### src/rtl/mtc_pkg.sv
// Shared types, sizes and operation codes of the metatile atlas compositor.
package mtc_pkg;

  localparam int TILE_COUNT    = 1024;
  localparam int ATLAS_COLUMNS = 32;
  localparam int PALETTE_COUNT = 16;

  localparam int TILE_BYTES  = TILE_COUNT * 32;
  localparam int TILE_ID_W   = $clog2(TILE_COUNT);
  localparam int TILE_ADDR_W = TILE_ID_W + 5;
  localparam int PAL_ENTRIES = PALETTE_COUNT * 16;
  localparam int PAL_ID_W    = (PALETTE_COUNT > 1) ? $clog2(PALETTE_COUNT) : 1;
  localparam int PAL_ADDR_W  = PAL_ID_W + 4;

  // Reciprocal of the atlas width; exact for every 10-bit metatile index.
  localparam int RECIP_SHIFT = 20;
  localparam int RECIP       = ((1 << RECIP_SHIFT) + ATLAS_COLUMNS - 1) / ATLAS_COLUMNS;

  localparam int LANES = 4;
  localparam int K_W   = 6;

  localparam logic [1:0] OP_TILE   = 2'd0;
  localparam logic [1:0] OP_PAL    = 2'd1;
  localparam logic [1:0] OP_RENDER = 2'd2;

  typedef struct packed {
    logic [1:0]  op;
    logic [14:0] address;
    logic [14:0] value;
    logic [9:0]  metatile_index;
    logic [15:0] entry0;
    logic [15:0] entry1;
    logic [15:0] entry2;
    logic [15:0] entry3;
    logic [15:0] entry4;
    logic [15:0] entry5;
    logic [15:0] entry6;
    logic [15:0] entry7;
  } cmd_t;

  typedef struct packed {
    logic [23:0] pixel0;
    logic [23:0] pixel1;
    logic [23:0] pixel2;
    logic [23:0] pixel3;
    logic [8:0]  atlas_x;
    logic [8:0]  atlas_y;
    logic        last;
  } pix_t;

  typedef struct packed {
    logic        tile_we;
    logic        pal_we;
    logic [14:0] addr;
    logic [14:0] data;
  } wr_t;

  typedef struct packed {
    logic           valid;
    logic [K_W-1:0] k;
  } stage_t;

endpackage

### src/rtl/mtc_merge.sv
// Output register: gathers the four lane colors into one item with its atlas position.
module mtc_merge import mtc_pkg::*; (
  input  logic                  clk,
  input  logic                  rst,
  input  stage_t                st2,
  input  logic [8:0]            base_x,
  input  logic [8:0]            base_y,
  input  logic [LANES-1:0][23:0] colors,
  output logic                  en,
  output logic                  pix_valid,
  input  logic                  pix_ready,
  output pix_t                  pix
);

  // Advance the whole pipeline unless a finished item is still waiting.
  assign en = !pix_valid || pix_ready;

  always_ff @(posedge clk) begin
    if (rst) begin
      pix_valid <= 1'b0;
    end else if (en) begin
      pix_valid <= st2.valid;
    end
  end

  always_ff @(posedge clk) begin
    if (en) begin
      pix.pixel0  <= colors[0];
      pix.pixel1  <= colors[1];
      pix.pixel2  <= colors[2];
      pix.pixel3  <= colors[3];
      pix.atlas_x <= base_x + {5'd0, st2.k[1:0], 2'd0};
      pix.atlas_y <= base_y + {5'd0, st2.k[5:2]};
      pix.last    <= &st2.k;
    end
  end

endmodule

### config.mk
export PLATFORM = sky130hd
export DESIGN_NAME = mtc_merge
export DESIGN_NICKNAME = d
export VERILOG_FILES = /design/src/rtl/mtc_pkg.sv /design/src/rtl/mtc_merge.sv
export SDC_FILE = /design/constraint.sdc
export NUM_CORES = 1
export LEC_CHECK = 0
export ABC_AREA = 1
export BUFFER_PORTS_ARGS = -buffer_cell sky130_fd_sc_hd__buf_2
export CAP_MARGIN = 20
export CELL_PAD_IN_SITES_DETAIL_PLACEMENT = 0
export CELL_PAD_IN_SITES_GLOBAL_PLACEMENT = 1
export CORE_MARGIN = 5
export CORE_UTILIZATION = 36
export CTS_BUF_LIST = sky130_fd_sc_hd__clkbuf_16
export CTS_CLUSTER_SIZE = 40
export DETAILED_ROUTE_END_ITERATION = 16
export PLACE_DENSITY = 0.86
export SYNTH_ARGS = -nofsm -noshare
export SYNTH_HDL_FRONTEND = slang
export SYNTH_SLANG_ARGS = --single-unit
### constraint.sdc
create_clock -name clk -period 8.9 [get_ports clk]
set_input_delay 1.335 -clock clk [delete_from_list [all_inputs] [get_ports clk]]
set_output_delay 1.335 -clock clk [all_outputs]
set_load 0.005 [all_outputs]
==> run_results.csv <==
group,metric,value,unit
logic_synthesis,synth_common_cells,"edfxtp_1, nand2_1, inv_1",
logic_synthesis,ys_ff_latch,116,
critical_path,cpMaxStageDelayCell,"nand2_4",
sta,max_freq,279.6,MHz
clocking,clkTransAtPathRegs,0.05,ns
detailed_routing,vias_per_cell,4.331,
global_routing,antenna_found_initial,1,
logic_synthesis,ys_seq_area_frac,0.8818,
clocking,post_cts_buffers,0,
pwr,vdd_drop_max,0.0001037,V
run_status,status,"finished clean",
pwr,cellPowerDensity,248.1,nW/um2
critical_path,end_kind,"output port",
critical_path,worstSetupPathDepth,4,
floorplanning,core-area,10790,um2
logic_synthesis,yosysWarnings,0,
placement,dpl.hpwl,7586,um
sta,post-route-min-period,3.577,ns
critical_path,worst-path-max-fanout,55,
critical_path,cp.required,7.57,ns
logic_synthesis,syn_avg_cell_area,20.30,um2
sta,timing.final.crit_share,0.4019,
worst_hold_path,hold_class,"register to register",
floorplanning,die_x,114.6,um
sta,skew,0.006780,ns
logic_synthesis,syn-num-nets,326,
logic_synthesis,synth_area,3939,um2
final_layout,drive_above_1_share,0.5910,
logic_synthesis,yosysTopAreaCell,"edfxtp_1",
placement,pre_cts_slack,5.303,ns
final_layout,antenna_cells,0,
logic_synthesis,netlist_instances,194,
critical_path,crit_path_max_incr_delay,0.49,ns
logic_synthesis,async_flop_share,0,
logic_synthesis,synth_edf_count,115,
sta,finalHoldViolCount,0,
logic_synthesis,synthTopCellsByArea,"edfxtp_1, nand2_1, ha_1",
clocking,htree_levels,4,
sta,setup_violations,0,
pwr,power,1.478,mW
clocking,cts_buffers,17,
global_routing,grt_pass1_vias,2632,
final_layout,synthToLayoutAreaGrowth,51.27,%
floorplanning,start_util,0.3649,
clocking,cts_root_buf,"clkbuf_16",
critical_path,r2r_cells,2,
sta,relSlewSlack,0.4698,
sta,setup-tns-final,0,ns
logic_synthesis,yosysUniqueCellTypes,18,
placement,io_buffers,240,
sta,slew_violations,0,
critical_path,crit_chain,"buf_2, inv_1, nand2_4, buf_2",
floorplanning,dieArea,13130,um2
critical_path,worstSetupStartpointType,"primary input",
detailed_routing,drc,0,
logic_synthesis,synth_top_area_frac,0.8767,
worst_hold_path,worst_hold_path.num_cells,1,
floorplanning,rows,38,
critical_path,critPathMostFrequentCell,"buf_2",
clocking,clock-sinks,116,
final_layout,final_cells,607,
sta,setup_ws,5.323,ns
flow_run,maxCapViolCount,0,
pwr,leakage,2.724,nW
final_layout,fin_nets,586,
clocking,cts_tree,"done",
global_routing,grt_max_degree,64,
clocking,postCtsHoldBufs,0,
floorplanning,io_pins,241,
placement,place_congestion,0.7514,
detailed_routing,ant_nets,0,
critical_path,crit_buf_inv,3,
detailed_routing,routed_wl,9826,um
sta,rsz0062_at_grt,"no",
clocking,clock_latency,0.40,ns
clocking,ctsResizeCount,0,
final_layout,nFillCells,876,
logic_synthesis,synthFlopType,"edfxtp_1",
global_routing,grt-ovfl-total,0,
sta,worst_pin_slew,0.7952,ns
detailed_routing,dr.first_iter.drc_count,155,
critical_path,worstPathArrival,2.24,ns
critical_path,cp_top_family,"simple AND/OR/NAND/NOR gates",
detailed_routing,avgRoutedWirePerCell,16.19,um
detailed_routing,vias,2629,
logic_synthesis,yosysMostFrequentCell,"edfxtp_1",
global_routing,grt_use_total,0.1441,
global_routing,grt_pass1_wl,13970,um
clocking,clockBufferDepth,2,
floorplanning,dieHeight,114.6,um
placement,dp_cells,575,
detailed_routing,drt_pre_antenna_iters,4,
critical_path,crit_type,"primary input to output port",
==> cells in the final DEF, fill, tap and decap left out, types with 2 or more instances in the layout <==
cell	n
inv_1	17
nor2_1	3
bufinv_16	4
clkinv_4	2
nand2_1	24
nand3b_1	2
nand3_1	6
nand4_1	3
clkbuf_16	17
ha_1	6
fa_1	2
xnor2_1	7
edfxtp_1	115
clkinvlp_4	4
buf_2	240
inv_6	3
==> metal layers <==
metal,up-vias,routed length (um),track usage
met4,2,177,0.06572
met2,140,5020,0.2398
met3,16,1048,0.05973
li1,1239,-,-
met5,-,20,0
met1,1232,3561,0.1611
==> area by class of cell <==
| type | instances | area [um2] | area share |
|---|---|---|---|
| Clock buffer | 17 | 425.4 | 0.07140 |
| Clock inverter | 15 | 202.7 | 0.03402 |
| Inverter | 17 | 63.81 | 0.01071 |
| Multi-Input combinational cell | 61 | 409.1 | 0.06867 |
| Sequential cell | 116 | 3473 | 0.5829 |
| Tap cell | 140 | 175.2 | 0.02940 |
| Timing Repair Buffer | 241 | 1209 | 0.2029 |
==> worst paths after layout <==
check,startpoint,endpoint,slack [ns]
max,pix_ready,en,5.32
min,pix_valid,pix[102],1.07
max reg2reg,pix_valid,pix[72],6.89
min reg2reg,pix_valid,pix[102],1.07
==> cell families (layout without fill, tap and decap cells) <==
kind of cell | count (synthesis) | after routing | share of synthesized area
and+or+nand+nor | 42 | 42 | 0.04733
AOI/OAI and AO/OA | 3 | 3 | 0.007624
DFF | 116 | 116 | 0.8818
buffers and inverters | 17 | 290 | 0.01620
adders and majority gates | 8 | 8 | 0.02922
xor gates and xnor gates | 8 | 8 | 0.01779
==> worst register-to-register path, stage by stage (launching register included) <==
cell,delay (ns)
dfxtp_1,0.33
nand2_4,0.50
buf_4,0.76
==> stage by stage <==
stage	hold WS (ns)	util	area, um2
2_1_floorplan	1.404	-	3939
3_3_place_gp	1.056	0.4939	5330
3_5_place_dp	1.097	0.4939	5330
4_1_cts	1.070	0.5521	5958
5_1_grt	1.085	0.5521	5958
6_report	1.066	0.5521	5958
==> sequential cells by signal (all words and copies together) (netlist names) <==
signal and flops:
pix_valid 1, pix 115
==> report_power, final <==
| group | internal [mW] | total, mW | switching [mW] |
|---|---|---|---|
| clock | 0.470 | 0.712 | 0.242 |
| sequential | 0.649 | 0.659 | 0.00977 |
| combinational | 0.0538 | 0.108 | 0.0541 |
Power figures use the tool's default switching activity.
