[src/rtl/mtc_pkg.sv]
// Shared types, sizes and operation codes of the metatile atlas compositor.
package mtc_pkg;

  localparam int TILE_COUNT    = 1024;
  localparam int ATLAS_COLUMNS = 32;
  localparam int PALETTE_COUNT = 16;

  localparam int TILE_BYTES  = TILE_COUNT * 32;
  localparam int TILE_ID_W   = $clog2(TILE_COUNT);
  localparam int TILE_ADDR_W = TILE_ID_W + 5;
  localparam int PAL_ENTRIES = PALETTE_COUNT * 16;
  localparam int PAL_ID_W    = (PALETTE_COUNT > 1) ? $clog2(PALETTE_COUNT) : 1;
  localparam int PAL_ADDR_W  = PAL_ID_W + 4;

  // Reciprocal of the atlas width; exact for every 10-bit metatile index.
  localparam int RECIP_SHIFT = 20;
  localparam int RECIP       = ((1 << RECIP_SHIFT) + ATLAS_COLUMNS - 1) / ATLAS_COLUMNS;

  localparam int LANES = 4;
  localparam int K_W   = 6;

  localparam logic [1:0] OP_TILE   = 2'd0;
  localparam logic [1:0] OP_PAL    = 2'd1;
  localparam logic [1:0] OP_RENDER = 2'd2;

  typedef struct packed {
    logic [1:0]  op;
    logic [14:0] address;
    logic [14:0] value;
    logic [9:0]  metatile_index;
    logic [15:0] entry0;
    logic [15:0] entry1;
    logic [15:0] entry2;
    logic [15:0] entry3;
    logic [15:0] entry4;
    logic [15:0] entry5;
    logic [15:0] entry6;
    logic [15:0] entry7;
  } cmd_t;

  typedef struct packed {
    logic [23:0] pixel0;
    logic [23:0] pixel1;
    logic [23:0] pixel2;
    logic [23:0] pixel3;
    logic [8:0]  atlas_x;
    logic [8:0]  atlas_y;
    logic        last;
  } pix_t;

  typedef struct packed {
    logic        tile_we;
    logic        pal_we;
    logic [14:0] addr;
    logic [14:0] data;
  } wr_t;

  typedef struct packed {
    logic           valid;
    logic [K_W-1:0] k;
  } stage_t;

endpackage

[src/rtl/mtc_seq.sv]
// Command intake, store write decode and group sequencer with pipeline tracking.
module mtc_seq import mtc_pkg::*; (
  input  logic       clk,
  input  logic       rst,
  input  logic       cmd_valid,
  output logic       cmd_ready,
  input  cmd_t       cmd,
  input  logic       en,
  output wr_t        wr,
  output cmd_t       render,
  output stage_t     st0,
  output stage_t     st2,
  output logic [8:0] base_x,
  output logic [8:0] base_y
);

  logic           active;
  logic [K_W-1:0] cnt;
  stage_t         st1;
  stage_t         st2_q;
  logic [9:0]     quot;
  logic [30:0]    prod;
  logic [15:0]    qc;
  logic [15:0]    rem;
  logic           accept;

  assign cmd_ready = !active && !st1.valid && !st2_q.valid;
  assign accept    = cmd_valid && cmd_ready;

  assign wr.tile_we = accept && (cmd.op == OP_TILE) && ({1'b0, cmd.address} < 16'(TILE_BYTES));
  assign wr.pal_we  = accept && (cmd.op == OP_PAL) && ({1'b0, cmd.address} < 16'(PAL_ENTRIES));
  assign wr.addr    = cmd.address;
  assign wr.data    = cmd.value;

  assign prod = 31'(cmd.metatile_index) * 31'(RECIP);

  always_ff @(posedge clk) begin
    if (accept && cmd.op == OP_RENDER) begin
      render <= cmd;
      quot   <= prod[RECIP_SHIFT +: 10];
    end
  end

  assign qc     = 16'(quot) * 16'(ATLAS_COLUMNS);
  assign rem    = {6'd0, render.metatile_index} - qc;
  assign base_x = {rem[4:0], 4'd0};
  assign base_y = {quot[4:0], 4'd0};

  assign st0.valid = active;
  assign st0.k     = cnt;
  assign st2       = st2_q;

  always_ff @(posedge clk) begin
    if (rst) begin
      active       <= 1'b0;
      cnt          <= '0;
      st1.valid    <= 1'b0;
      st2_q.valid  <= 1'b0;
    end else begin
      if (accept && cmd.op == OP_RENDER) begin
        active <= 1'b1;
        cnt    <= '0;
      end else if (en && active) begin
        cnt <= cnt + 1'b1;
        if (&cnt) active <= 1'b0;
      end
      if (en) begin
        st1.valid   <= active;
        st2_q.valid <= st1.valid;
      end
    end
  end

  // Group numbers follow the valid bits; no reset needed.
  always_ff @(posedge clk) begin
    if (en) begin
      st1.k   <= cnt;
      st2_q.k <= st1.k;
    end
  end

endmodule

[config.mk]
export PLATFORM = sky130hd
export DESIGN_NAME = mtc_seq
export DESIGN_NICKNAME = d
export VERILOG_FILES = /design/src/rtl/mtc_pkg.sv /design/src/rtl/mtc_seq.sv
export SDC_FILE = /design/constraint.sdc
export NUM_CORES = 1
export LEC_CHECK = 0
export BUFFER_PORTS_ARGS = -buffer_cell sky130_fd_sc_hd__buf_2
export CAP_MARGIN = 30
export CORE_AREA = 2 2 157 159
export DETAILED_ROUTE_END_ITERATION = 8
export DIE_AREA = 0 0 159 161
export GPL_ROUTABILITY_DRIVEN = 0
export PLACE_DENSITY_LB_ADDON = 0.2
export SLEW_MARGIN = 20
export SYNTH_ARGS = -nofsm -noshare
export SYNTH_HDL_FRONTEND = slang
export SYNTH_SLANG_ARGS = --single-unit
[constraint.sdc]
create_clock -name clk -period 4.76 [get_ports clk]
set_input_delay 0 -clock clk [delete_from_list [all_inputs] [get_ports clk]]
set_output_delay 0 -clock clk [all_outputs]
set_load 0.01 [all_outputs]
==> metrics.csv, run 1 <==
metric,value,unit
outcome,"finished, final reports clean",
Slew @ Worst Pin,773,ps
Final Hold Viols,0,
min Tclk post-route,2280,ps
post-DP HPWL,11900,microns
total power draw,3.58,mW
CP Capture Type,register,
Avg Inst Size Synth,22.2,sq um
chip height,161,microns
multi-input combinational cell area,265,sq um
pin count of the biggest net entering global routing,93,
"Clk pin slew, worst setup/hold paths",80,ps
"Period Utilization, post-route",0.479,
Port-buffer cells,400,
"FF+latch count, synth",191,
first-pass GRT wire length,26600,microns
DR vias/cell,3.90,
worst skew pair latency,420,ps
Tightest Hold Check Type,in2reg,
number of warnings issued by yosys,0,
Die Span X,159,microns
maximum VDD drop,0.000199,V
"Data arrival, critical path",2340,ps
Max Cap Violations,0,
PwrDens,337,mW/mm^2
DRT Wirelength,17800,microns
clock skew,8.52,ps
Cells after Synth,282,
vias in the first global route,4992,
Lkg Pwr,4.44,nW
Fillers,2193,
Wirelength per Cell,15.3,microns
CTS max path bufs,2,
RSZ-0062 raised after global routing,no,
"most common cell after layout, fill and taps aside",buf_2,
Via Count,4556,
setup TNS,0,ps
sequential area share after synthesis,0.901,
share of cells above drive strength 1,0.515,
H-Tree Level Count,4,
Syn-to-layout area delta,69.5,%
total CTS buffers,17,
Detail Route Antenna Nets,0,
CP Launch Type,register,
post-CTS sizing,0,
Initial Utilization,0.261,
Reg area,0.00565,sq mm
Critical Path RT,4820,ps
Final Max Tran Viols,0,
first-pass detailed-route iteration total,4,
nets,1006,
DRC Markers,0,
CP Max Fanout,92,
All-Layer GR Usage,0.135,
total gr overflow,0,
Fmax,438,MHz
CTS tree,done,
die footprint,0.0256,sq mm
Yosys cell types,26,
I/O pin total,409,
initial DRC count,233,
core area,0.0240,sq mm
# Post-CTS Setup Buffers,0,
CTS Root Cell,clkbuf_16,
Core Rows,57,
Sink Count,191,
Synth Cell Area,0.00626,sq mm
initial antenna violation count,0,
endpoints failing setup,0,
"commonest non-fill, non-tap cells in the layout","buf_2 (400), edfxtp_1 (182), dlygate4sd3_1 (172)",
ANT cells,0,
WS Path Type,reg2reg,
Rel. slew slack,0.485,
routing by layer:
metal  vias up  routed length, microns  track usage
met1      2161                    6320        0.135
met4         0                     566       0.0599
met3        37                    1500       0.0524
met5         -                       0            0
li1       2116                       -            -
met2       242                    9430        0.250
power breakdown:
group | leakage (nW) | switching, mW | internal (mW) | total, mW
Sequential | 1.75 | 0.0131 | 1.90 | 1.91
Clock | 0.269 | 0.656 | 0.686 | 1.34
Combinational | 2.42 | 0.140 | 0.185 | 0.325
registers in the layout, indices dropped and copies added, names as in the netlist:
register,count
st2,7
render,170
st1,7
cnt,6
active,1
critical path, stage by stage (launching register included):
cell and delay, ps:
dfxtp_1 340, nor3_2 280, nand3_1 220, inv_6 540, buf_12 480
synthesized netlist by cell type:
cell	count	area (sq um)
a21oi_1	5	25.0
a21oi_2	1	8.76
a31o_2	1	8.76
and3_1	1	6.26
and3b_1	1	8.76
buf_2	1	5.00
buf_4	49	368
conb_1	1	3.75
dfxtp_1	9	180
edfxtp_1	182	5470
ha_1	1	12.5
inv_1	2	7.51
mux2i_1	1	10.0
nand2_1	2	7.51
nand2b_1	1	6.26
nand3_1	6	30.0
nand4_1	1	6.26
nor2_1	3	11.3
nor2b_1	2	12.5
nor3_2	1	10.0
nor4_1	1	6.26
nor4b_1	1	8.76
o21ai_0	4	20.0
or3_1	3	18.8
xnor2_1	1	8.76
xor2_1	1	8.76
path summary, 6_finish.rpt:
kind / endpoint / slack, ps / cells past startpoint / startpoint
worst min register to register: st2[0]$_DFFE_PP_ / 420 / 0 / st1[0]$_DFFE_PP_
worst max register to register: render[86]$_DFFE_PP_ / 2480 / 4 / st2[6]$_SDFFE_PP0P_
worst max-delay path: render[86]$_DFFE_PP_ / 2480 / 4 / st2[6]$_SDFFE_PP0P_
worst min-delay path: st1[4]$_DFFE_PP_ / 40 / 1 / en
cells by family after synthesis:
| kind of cell | Yosys count | share of synthesized area |
|---|---|---|
| multiplexers | 1 | 0.00160 |
| AO/OA/AOI/OAI | 11 | 0.00999 |
| AND/OR/NAND/NOR | 23 | 0.0212 |
| buffers and inverters | 52 | 0.0607 |
| adder cells (fa/ha/maj) | 1 | 0.00200 |
| XOR/XNOR | 2 | 0.00280 |
| other | 1 | 0.000599 |
| flip-flops | 191 | 0.901 |
repair_timing:
action                                 in CTS  in global routing
endpoints found under the hold margin     179                  0
hold buffers                              172                  0
setup endpoints to repair                   0                  0
through the flow:
stage	cells	setup slack (ps)	hold WS [ps]	util	area (sq um)
6_report	1168	2480	35.6	0.443	10600
5_1_grt	1168	2270	20.5	0.443	10600
4_1_cts	1168	2410	3.17	0.443	10600
3_5_place_dp	964	2430	178	0.348	8350
3_3_place_gp	964	2510	177	0.348	8350
2_1_floorplan	289	132	46.4	-	6290
final cells by class:
class	instances	share of cell area
flip-flops and latches	191	0.532
clock buffers	17	0.0401
repair buffers	573	0.352
inverters	2	0.00118
multi-input cells	46	0.0250
well taps	324	0.0382
clock inverters	15	0.0117
No activity file was read; power rests on OpenSTA's default activity.
==> inputs of run 2 (changes only) <==
--- a/config.mk
+++ b/config.mk
@@ -5,6 +5,7 @@
 export SDC_FILE = /design/constraint.sdc
 export NUM_CORES = 1
 export LEC_CHECK = 0
+export ABC_AREA = 1
 export BUFFER_PORTS_ARGS = -buffer_cell sky130_fd_sc_hd__buf_2
 export CAP_MARGIN = 30
 export CORE_AREA = 2 2 157 159
==> constraint.sdc (replaced) <==
create_clock -name clk -period 2 [get_ports clk]
set_input_delay 0 -clock clk [delete_from_list [all_inputs] [get_ports clk]]
set_output_delay 0 -clock clk [all_outputs]
set_load 0.01 [all_outputs]
==> run 2 against run 1 <==
  * Area after synthesis is 0.62% higher
  * Sequential cell count stayed put
  * Clock skew is 0.77 ps higher
==> metrics.csv, run 2 <==
metric,value,unit,change
first-pass detailed-route iteration total,4,,unchanged
total CTS buffers,17,,unchanged
CP Launch Type,register,,
Sink Count,191,,unchanged
endpoints failing setup,0,,unchanged
total gr overflow,0,,unchanged
sequential area share after synthesis,0.896,,-0.00554
Avg Inst Size Synth,20.6,sq um,-7.3%
number of warnings issued by yosys,0,,unchanged
Reg area,0.00565,sq mm,about the same
final non-filler cell area,0.0108,sq mm,+1.5%
largest area contributor in the netlist,edfxtp_1,,
pin count of the biggest net entering global routing,86,,-7.5%
first-pass GRT wire length,28400,microns,+7.0%
CP Max Fanout,5,,-95%
Tightest Hold Check Type,in2reg,,
"Period Utilization, post-route",0.855,,+0.376
DRT Wirelength,18900,microns,+6.0%
worst skew pair latency,420,ps,about the same
Max Cap Violations,0,,unchanged
ANT cells,0,,unchanged
Fmax,585,MHz,+33%
Wirelength per Cell,15.8,microns,+3.4%
CTS max path bufs,2,,unchanged
WS Path Type,reg2reg,,
"Clk pin slew, worst setup/hold paths",70,ps,about the same
Die Span X,159,microns,unchanged
Lkg Pwr,4.55,nW,+2.5%
"top cells by count, synth","edfxtp_1 (182), buf_4 (49), nand2_1 (16)",,
"most common cell after layout, fill and taps aside",buf_2,,
CTS tree,done,,
CTS Root Cell,clkbuf_16,,
initial antenna violation count,0,,unchanged
synth top area cells,"edfxtp_1 (87%), buf_4 (5.8%), dfxtp_1 (2.9%)",,
met2 global-route usage,0.273,,+0.0237
"commonest non-fill, non-tap cells in the layout","buf_2 (400), edfxtp_1 (182), dlygate4sd3_1 (172)",,
hold path startpoint,en,,
post-synth top area share,0.867,,-0.00537
nets,1037,,+3.1%
outcome,"finished, final reports clean",,
core area,0.0240,sq mm,unchanged
placed cell count,995,,+3.2%
vias in the first global route,5085,,+1.9%
die footprint,0.0256,sq mm,unchanged
DR vias/cell,3.95,,+1.3%
Final Hold Viols,0,,unchanged
"Data arrival, critical path",2010,ps,-330 ps
CP Capture Type,register,,
Critical Path Source,cnt[1]$_SDFFE_PP0P_,,
All-Layer GR Usage,0.144,,+0.00896
max reg flops,170,,unchanged
Cells after Synth,306,,+8.5%
placed cell areas,0.00848,sq mm,+1.6%
DRC Markers,0,,unchanged
r2r startpoint,cnt[1]$_SDFFE_PP0P_,,
multi-input combinational cell area,264,sq um,-0.47%
Core Rows,57,,unchanged
maximum VDD drop,0.000532,V,+170%
post-DP HPWL,13200,microns,+11%
I/O pin total,409,,unchanged
clock skew,9.29,ps,+0.770 ps
most common cell in the synthesized netlist,edfxtp_1,,
Largest Register,render,,
routing usage on met1,0.148,,+0.0129
Final Max Tran Viols,0,,unchanged
Non-Filler Instances,1198,,+2.6%
layer with the highest usage,met2,,
"FF+latch count, synth",191,,unchanged
Yosys cell types,15,,-42%
Synth Cell Area,0.00630,sq mm,+0.62%
Initial Utilization,0.263,,+0.00162
Port-buffer cells,400,,unchanged
Via Count,4733,,+3.9%
Post-synth EDFFs,182,,unchanged
initial DRC count,191,,-18%
Critical Path RT,2300,ps,-2520 ps
min Tclk post-route,1710,ps,-570 ps
chip height,161,microns,unchanged
H-Tree Level Count,4,,unchanged
Syn-to-layout area delta,71.1,%,
fin util,0.450,,+0.00684
Main synth FF type,edfxtp_1,,
Rel. slew slack,0.662,,+0.177
share of cells above drive strength 1,0.505,,-0.0108
PwrDens,802,mW/mm^2,+140%
M3 GR Usage,0.0485,,-0.00385
Detail Route Antenna Nets,0,,unchanged
# Post-CTS Setup Buffers,0,,unchanged
Synth async-reset ratio,0,,unchanged
Slew @ Worst Pin,507,ps,-266 ps
RSZ-0062 raised after global routing,no,,
Fillers,2145,,-2.2%
-- run 2: cells by family after synthesis --
logic type / count (synthesis) / synth area share
buffers and inverters: 63 / 0.0667
flip-flops: 191 / 0.896
AND/OR/NAND/NOR: 41 / 0.0280
AO/OA/AOI/OAI: 9 / 0.00715
adder cells (fa/ha/maj): 1 / 0.00198
other: 1 / 0.000595
-- run 2: routing by layer --
metal / up-vias / part of all wire
li1: 2187 / -
met1: 2287 / 0.36
met2: 233 / 0.55
met3: 26 / 0.072
met4: 0 / 0.023
met5: - / 0
-- run 2: area by class of cell --
| cell class | instances | share of cell area |
|---|---|---|
| Clock inverter | 14 | 0.0146 |
| Inverter | 14 | 0.00522 |
| Timing Repair Buffer | 579 | 0.355 |
| Multi-Input combinational cell | 59 | 0.0245 |
| Sequential cell | 191 | 0.524 |
| Tap cell | 324 | 0.0376 |
| Clock buffer | 17 | 0.0394 |
-- run 2: timing repair --
item,in CTS,in global routing
endpoints found under the hold margin,173,0
hold buffers,172,0
gates resized for setup,0,0
-- run 2: path summary, 6_finish.rpt --
check / end / slack [ps] / depth (start not counted)
worst max-delay path: active$_SDFFE_PP0P_ / 290 / 7
worst min register to register: st2[5]$_DFFE_PP_ / 430 / 0
worst min-delay path: st2[2]$_DFFE_PP_ / 30 / 1
worst max register to register: active$_SDFFE_PP0P_ / 290 / 7
-- run 2: critical path, cell delays in order, from the launching register on --
cell and delay (ps):
dfxtp_1 440, ha_1 210, inv_1 40, nor2_1 140, nand3_1 100, nand2_1 70, a21oi_1 60, dlygate4sd3_1 550
-- run 2: per-stage QoR --
| step | setup TNS, ps | total power [mW] | hold WS (ps) | setup slack [ps] |
|---|---|---|---|---|
| after detailed placement | 0 | 5.16 | 178 | 380 |
| final | 0 | 8.65 | 25.8 | 290 |
| after global routing | 0 | 9.00 | 29.6 | 179 |
| after CTS | 0 | 8.79 | 2.48 | 308 |
| after global placement | 0 | 5.15 | 177 | 424 |
| after floorplan | -253510 | 4.85 | 50.7 | -1490 |
-- run 2: power breakdown --
group          switching (mW)  internal [mW]
registers              0.0315           4.51
logic                   0.344          0.449
clock network            1.55           1.76
